[src/rtl/core/rrtl_pkg.sv]
package rrtl_pkg;

    localparam int SMP_W  = 16;
    localparam int DLY_W  = 11;
    localparam int GAIN_W = 8;
    localparam int APB_AW = 5;
    localparam int APB_DW = 32;

    // The crossfade length is a power of two, so its divisions are shifts.
    localparam int XFADE_LEN = 32;
    localparam int XF_SHIFT  = $clog2(XFADE_LEN);
    localparam int FC_W      = $clog2(XFADE_LEN + 1);

    localparam int TAPX_W = SMP_W + 1;
    localparam int SUM_W  = SMP_W + 1;
    localparam int WET_W  = SMP_W + 2;
    localparam int SAT_W  = SMP_W + 4;

    localparam int WET_MUL     = 11;
    localparam int WET_SHIFT   = 6;
    localparam int DIV6_MUL    = 174763;
    localparam int DIV6_MUL_W  = 18;
    localparam int DIV6_SHIFT  = 20;

    localparam logic [2:0] REG_FIRST_DELAY  = 3'd0;
    localparam logic [2:0] REG_SECOND_DELAY = 3'd1;
    localparam logic [2:0] REG_FEEDBACK     = 3'd2;
    localparam logic [2:0] REG_LOWPASS      = 3'd3;
    localparam logic [2:0] REG_GAIN_MODE    = 3'd4;

    typedef enum logic [3:0] {
        ST_IDLE,
        ST_TAP,
        ST_FADE,
        ST_XMUL,
        ST_XSUM,
        ST_FBMUL,
        ST_WRITE,
        ST_SUM,
        ST_SCALE,
        ST_OUT
    } t_state;

    typedef struct packed {
        logic                     en;
        t_state                   state;
        logic                     silent;
        logic signed [SMP_W-1:0]  vlr;
        logic [GAIN_W-1:0]        gain;
        logic                     lowpass;
        logic                     clr;
    } t_line_ctl;

    typedef struct packed {
        logic activate;
        logic change;
        logic stop;
    } t_line_cfg;

    function automatic logic signed [SMP_W-1:0] clip16(input logic signed [SAT_W-1:0] v);
        logic signed [SAT_W-1:0] hi;
        logic signed [SAT_W-1:0] lo;
        logic signed [SMP_W-1:0] res;
        hi = SAT_W'(32767);
        lo = -SAT_W'(32768);
        if (v > hi) begin
            res = 16'sh7FFF;
        end else if (v < lo) begin
            res = 16'sh8000;
        end else begin
            res = v[SMP_W-1:0];
        end
        return res;
    endfunction

endpackage

[src/rtl/core/rrtl_mix.sv]
module rrtl_mix (
    input  logic                                  i_clk,
    input  rrtl_pkg::t_state                      i_state,
    input  logic                                  i_line2_en,
    input  logic                                  i_gain_mode,
    input  logic signed [rrtl_pkg::SMP_W-1:0]     i_valt0,
    input  logic signed [rrtl_pkg::SMP_W-1:0]     i_valt1,
    output logic signed [rrtl_pkg::WET_W-1:0]     o_wet
);

    localparam int SUMW = rrtl_pkg::SUM_W;
    localparam int M11W = SUMW + 4;
    localparam int D6W  = SUMW + rrtl_pkg::DIV6_MUL_W;
    localparam int QW   = D6W - rrtl_pkg::DIV6_SHIFT;
    localparam int WW   = rrtl_pkg::WET_W;

    logic signed [SUMW-1:0] r_sum;
    logic signed [WW-1:0]   r_wet;

    logic                   neg;
    logic [SUMW-1:0]        mag;
    logic [D6W-1:0]         d6_prod;
    logic [QW-1:0]          q6;
    logic signed [QW:0]     d6;
    logic signed [M11W-1:0] m11;
    logic signed [M11W-rrtl_pkg::WET_SHIFT-1:0] sh11;

    always_comb begin
        // Divide by six as a reciprocal multiply on the magnitude; exact for this range.
        neg     = r_sum[SUMW-1];
        mag     = neg ? SUMW'(-r_sum) : SUMW'(r_sum);
        d6_prod = D6W'(mag) * D6W'(rrtl_pkg::DIV6_MUL);
        q6      = d6_prod[D6W-1:rrtl_pkg::DIV6_SHIFT];
        d6      = neg ? -$signed({1'b0, q6}) : $signed({1'b0, q6});
        m11     = M11W'(r_sum) * M11W'(rrtl_pkg::WET_MUL);
        sh11    = m11[M11W-1:rrtl_pkg::WET_SHIFT];
    end

    always_ff @(posedge i_clk) begin
        if (i_state == rrtl_pkg::ST_SUM) begin
            r_sum <= SUMW'(i_valt0) + (i_line2_en ? SUMW'(i_valt1) : '0);
        end
        if (i_state == rrtl_pkg::ST_SCALE) begin
            r_wet <= i_gain_mode ? WW'(d6) : WW'(sh11);
        end
    end

    assign o_wet = r_wet;

endmodule

[config.mk]
export PLATFORM = sky130hd
export DESIGN_NAME = rrtl_mix
export DESIGN_NICKNAME = d
export VERILOG_FILES = /design/src/rtl/core/rrtl_pkg.sv /design/src/rtl/core/rrtl_mix.sv
export SDC_FILE = /design/constraint.sdc
export NUM_CORES = 1
export LEC_CHECK = 0
export BUFFER_PORTS_ARGS = -buffer_cell sky130_fd_sc_hd__buf_2
export CORE_AREA = 2 2 174 176
export CTS_BUF_LIST = sky130_fd_sc_hd__clkbuf_8
export CTS_CLUSTER_DIAMETER = 30
export DETAILED_ROUTE_END_ITERATION = 7
export DIE_AREA = 0 0 176 178
export HOLD_SLACK_MARGIN = 0.1
export PLACE_DENSITY_LB_ADDON = 0.15
export SYNTH_ARGS = -nofsm -noshare
export SYNTH_HDL_FRONTEND = slang
export SYNTH_SLANG_ARGS = --single-unit
[constraint.sdc]
create_clock -name i_clk -period 15.6 [get_ports i_clk]
set_input_delay 3.9 -clock i_clk [delete_from_list [all_inputs] [get_ports i_clk]]
set_output_delay 3.9 -clock i_clk [all_outputs]
set_load 0.1 [all_outputs]
==> metrics.cfg, run 1 <==
[sta]
fmax_mhz=109
skew_ns=0.0112
drv_slew=0
finalSetupTns_ns=0
worst_slew_pin_slew_ns=0.811
setup_viol=0
hold_violations=0
min_period_ns=9.21
slew_headroom_pct=45.5
rsz0062_at_grt=false
period_share_pct=59.0

[drt]
vias_per_cell=4.56
final_antenna_net_count=0
drtIter0Drc=214
drc=0
vias=6693
wire_per_inst_um=14.5
firstDrtPassIters=4
drt-total-wl_um=21200

[final_layout]
drive_above_1_share_pct=7.71
final_area_um2=9810
fin_cells=1467
final_common_cell=inv_1
syn_to_final_growth_pct=8.89
finish.net_count=1388
antenna_cells=0
n_fill_cell=3123
post-route-util_pct=33.4
final_cell_mix=260 x inv_1, 176 x ha_1, 96 x fa_1, 56 x buf_2, 55 x nand2_1

[synth]
synth_warnings=0
ys.flop_type=edfxtp_1
ys_ff_latch=33
syn_inst=1027
ys_types=67
syn_area_per_cell_um2=8.78
synth-edff-count=33
netlist_area_um2=9010
ys_seq_area_share_pct=11.0
async_flop_share_pct=0
syn_nets=1338

[global_routing]
track_usage_pct=14.4
grt_overflow_total=0
grt_max_degree=30
antenna_found_initial=0
grt_pass1_wl_um=35800
grt_pass1_vias=6943

[die]
die_x_um=176
fp.dieH_um=178
start_util_pct=30.7
dieArea_um2=31300
core_area_um2=29400
std_cell_rows=63
ios=57

[clocking]
clk_pin_slew_worst_paths_ns=0.08
clock_tree.buffer_depth=2
cts_setup_buffers=0
numCtsBuffers=5
root_buffer=clkbuf_8
postCtsHoldBufs=0
cts_resized=0
cts_tree=yes
clkLatencyLatePin_ns=0.30
cts_sinks=33
h-tree-depth=2

[worst_setup_path]
reg2reg_depth=27
worstSetupPathType=reg -> reg
cp-end-kind=register
cp_max_fo=10
crit_required_ns=15.66
start_kind=register
crit_arrival_ns=9.27

[job]
maxCapViolCount=0

[worst_hold_path]
whs_path_depth=2
worstHoldPathType=reg -> reg

[placed_design]
dp_cells=1460
post-dp-hpwl_um=19100
port-buffer-count=56
dpl_cell_area_um2=9730
place_congestion=0.832

[outcome]
status=completed

-- registers in the layout (all words and copies together), names as in the netlist --
| signal | cells |
|---|---|
| r_sum | 17 |
| o_wet | 16 |
-- stage by stage --
stage          hold slack (ns)  setup slack, ns
5_1_grt                   1.02             5.73
3_3_place_gp             0.941             6.58
6_report                 0.939             6.39
3_5_place_dp             0.942             6.41
2_1_floorplan            0.897             7.63
4_1_cts                  0.953             6.37
-- metal layers --
layer	track usage [%]	up-vias	wire length, um
met5	0	-	0
met4	2.03	0	141
met3	0.789	8	363
met2	26.1	76	10400
met1	19.4	3135	10300
li1	-	3474	-
-- logic make-up after synthesis --
group                      synth area share, %
AOI/OAI and AO/OA                         13.4
xor gates and xnor gates                  6.41
adders and majority gates                 45.8
buffers and inverters                     11.6
DFF                                       11.0
muxes                                     1.04
and+or+nand+nor                           10.8
-- worst paths after layout --
| path | start | endpoint | slack, ns |
|---|---|---|---|
| setup / recovery | r_sum[0] | o_wet[14] | 6.39 |
| hold / removal | r_sum[16] | o_wet[16] | 0.94 |
| setup reg to reg | r_sum[0] | o_wet[14] | 6.39 |
| hold reg to reg | r_sum[16] | o_wet[16] | 0.94 |
-- cell usage after synthesis, types with 7 or more instances --
master    count  share of area (%)
a21o_1       18                1.5
nor3_1       14               0.78
and3_1        8               0.56
o21ai_0      35                1.9
ha_1        176                 24
and2_1       22                1.5
fa_1         96                 21
clkbuf_1     10               0.42
xnor2_1      53                5.2
a21oi_1      49                2.7
o21bai_1      8               0.67
inv_1       260                 11
o31ai_1       7               0.58
nand3_1      14               0.78
nor2_1       45                1.9
xor2_1       13                1.3
nand2_1      55                2.3
a31oi_1       8               0.56
edfxtp_1     33                 11
o211ai_1     10               0.83
-- critical path, cell delays in order (launching register included) --
cell      delay [ns]
edfxtp_1        0.65
inv_1           0.31
ha_1            0.24
nand3_1         0.10
or3_1           0.36
nand2b_1        0.27
o31ai_1         0.29
xnor2_1         0.24
ha_1            0.29
fa_1            0.54
fa_1            0.65
fa_1            0.59
inv_1           0.05
fa_1            0.50
fa_1            0.55
inv_1           0.04
ha_1            0.38
and3_1          0.22
a31oi_1         0.63
nand2_1         0.14
xnor2_1         0.52
ha_1            0.24
inv_1           0.07
nor2_1          0.21
nand3_1         0.16
a211oi_2        0.26
nor4b_1         0.08
or3b_1          0.36
-- final cells by class --
| type | count | area [um^2] | area share (%) |
|---|---|---|---|
| clock buffer | 5 | 68.8 | 0.701 |
| tap | 390 | 488 | 4.97 |
| inverter | 260 | 976 | 9.95 |
| multi-input combinational | 719 | 6980 | 71.2 |
| timing repair buffer | 58 | 295 | 3.01 |
| clock inverter | 2 | 11.3 | 0.115 |
| sequential | 33 | 991 | 10.1 |
Power of run 1 is left out: the tool's default activity adds up to more than one toggle a clock period on the data nets, which glitch-free logic cannot reach.
==> inputs of run 2 (changes only) <==
--- a/config.mk
+++ b/config.mk
@@ -5,12 +5,13 @@
 export SDC_FILE = /design/constraint.sdc
 export NUM_CORES = 1
 export LEC_CHECK = 0
+export ABC_AREA = 1
 export BUFFER_PORTS_ARGS = -buffer_cell sky130_fd_sc_hd__buf_2
-export CORE_AREA = 2 2 174 176
+export CORE_AREA = 2 2 178 180
 export CTS_BUF_LIST = sky130_fd_sc_hd__clkbuf_8
 export CTS_CLUSTER_DIAMETER = 30
 export DETAILED_ROUTE_END_ITERATION = 7
-export DIE_AREA = 0 0 176 178
+export DIE_AREA = 0 0 180 182
 export HOLD_SLACK_MARGIN = 0.1
 export PLACE_DENSITY_LB_ADDON = 0.15
 export SYNTH_ARGS = -nofsm -noshare
==> constraint.sdc (replaced) <==
create_clock -name i_clk -period 8.8 [get_ports i_clk]
set_input_delay 2.2 -clock i_clk [delete_from_list [all_inputs] [get_ports i_clk]]
set_output_delay 2.2 -clock i_clk [all_outputs]
set_load 0.1 [all_outputs]
==> metrics.cfg, run 2 <==
[final_layout]
finish.net_count=1630
antenna_cells=0
n_fill_cell=3375
drive_above_1_share_pct=8.04
final_common_cell=inv_1
largest_reg_flops=17
syn_to_final_growth_pct=9.53
final_cell_mix=334 x inv_1, 211 x nand2_1, 176 x ha_1, 96 x fa_1, 78 x nor2_1
largest_register=r_sum

[clocking]
cts_sinks=33
clk_pin_slew_worst_paths_ns=0.09
cts_resized=0
h-tree-depth=2
root_buffer=clkbuf_8
clock_tree.buffer_depth=2
numCtsBuffers=5
postCtsHoldBufs=0
clkLatencyLatePin_ns=0.31
cts_setup_buffers=0
cts_tree=yes

[synth]
netlist_top_cells_count=334 x inv_1, 211 x nand2_1, 176 x ha_1
ys.flop_type=edfxtp_1
yosysTopAreaCell=ha_1
syn_nets=1567
syn_inst=1256
ys_ff_latch=33
ys_types=46
synth_warnings=0
synth-edff-count=33
syn_area_per_cell_um2=7.54
ys_seq_area_share_pct=10.5
async_flop_share_pct=0
synthTopCellsByArea=ha_1 23%, fa_1 20%, inv_1 13%
yosysMostFrequentCell=inv_1
yosysTopAreaCellShare_pct=23.3
netlist_area_um2=9470

[drt]
firstDrtPassIters=5
vias_per_cell=4.52
wire_per_inst_um=14.5
vias=7780
final_antenna_net_count=0
drtIter0Drc=403
drc=0
drt-total-wl_um=24900

[worst_hold_path]
worstHoldPathType=reg -> reg

[global_routing]
grt_pass1_vias=8262
antenna_found_initial=0
grt_max_degree=20
grt_overflow_total=0
track_usage_pct=16.0
grt_pass1_wl_um=41900

[outcome]
status=completed

[die]
dieArea_um2=32800
std_cell_rows=65
fp.dieH_um=182
ios=57
die_x_um=180
core_area_um2=31000
start_util_pct=30.6

[sta]
hold_violations=0
min_period_ns=8.05
fmax_mhz=124
worst_slew_pin_slew_ns=0.660
setup_viol=0
rsz0062_at_grt=false
slew_headroom_pct=55.9
finalSetupTns_ns=0
drv_slew=0
period_share_pct=91.4
skew_ns=0.0155

[worst_setup_path]
slowest_stage=fa_1
cp_max_fo=6
crit_arrival_ns=8.08
crit_required_ns=8.84
worstSetupPathType=reg -> reg
start_kind=register
cp-end-kind=register
slowest_delay_ns=0.68

[placed_design]
post-dp-hpwl_um=22400
port-buffer-count=56
place_congestion=0.914

[job]
maxCapViolCount=0

## run 2: cell count changes after synthesis, sizes merged, moves of 24 or more
cell,change
nand2,+172
inv,+76
xnor2,-43
nor2,+37
nand3,+31
a21oi,+24
o21ai,+24
## run 2: critical path, delay by kind of cell (launching register included)
family	cells	cell delay, ns
compound gates	6	0.91
xor+xnor	1	0.56
fa+ha+maj	8	3.63
buf+inv	5	0.49
flops	1	0.51
simple gates	12	1.66
## run 2: metrics by stage
| stage | cells | util (%) | setup slack (ns) | hold slack (ns) | instance area, um^2 |
|---|---|---|---|---|---|
| 2_1_floorplan | 1256 | - | 1.53 | 0.807 | 9470 |
| 3_3_place_gp | 1714 | 33.2 | 0.867 | 1.13 | 10300 |
| 3_5_place_dp | 1714 | 33.2 | 0.800 | 1.11 | 10300 |
| 4_1_cts | 1721 | 33.4 | 0.765 | 1.12 | 10400 |
| 5_1_grt | 1721 | 33.5 | 0.0812 | 1.17 | 10400 |
| 6_report | 1721 | 33.5 | 0.754 | 1.09 | 10400 |
## run 2: routing by layer
layer / up-vias / wire length (um) / track usage (%)
li1: 4050 / - / -
met1: 3579 / 11400 / 20.2
met2: 124 / 12400 / 29.4
met3: 27 / 529 / 1.14
met4: 0 / 543 / 3.84
met5: - / 0 / 0
## run 2: logic make-up (layout without fill, tap and decap cells)
family | Yosys count | in the layout | share of synthesized area [%]
AO/OA/AOI/OAI | 170 | 170 | 10.1
flip-flops | 33 | 33 | 10.5
adder cells (fa/ha/maj) | 272 | 272 | 43.6
AND/OR/NAND/NOR | 394 | 394 | 18.2
XOR/XNOR | 40 | 40 | 3.70
buffers and inverters | 347 | 410 | 14.0
## run 2: final cells by class
type	instances	area, um^2	area share [%]
timing repair buffer	67	363	3.50
multi-input combinational	876	7170	69.1
sequential	33	991	9.56
inverter	336	1270	12.2
clock buffer	5	68.8	0.664
tap	402	503	4.85
clock inverter	2	11.3	0.109
## run 2: path summary, 6_finish.rpt
check        slack (ns)   endpoint  cells past startpoint      start
max                0.75   o_wet[6]                     32   r_sum[1]
min                1.09  o_wet[14]                      3  r_sum[15]
max reg2reg        0.75   o_wet[6]                     32   r_sum[1]
min reg2reg        1.09  o_wet[14]                      3  r_sum[15]
Power of run 2 is left out for the same reason.
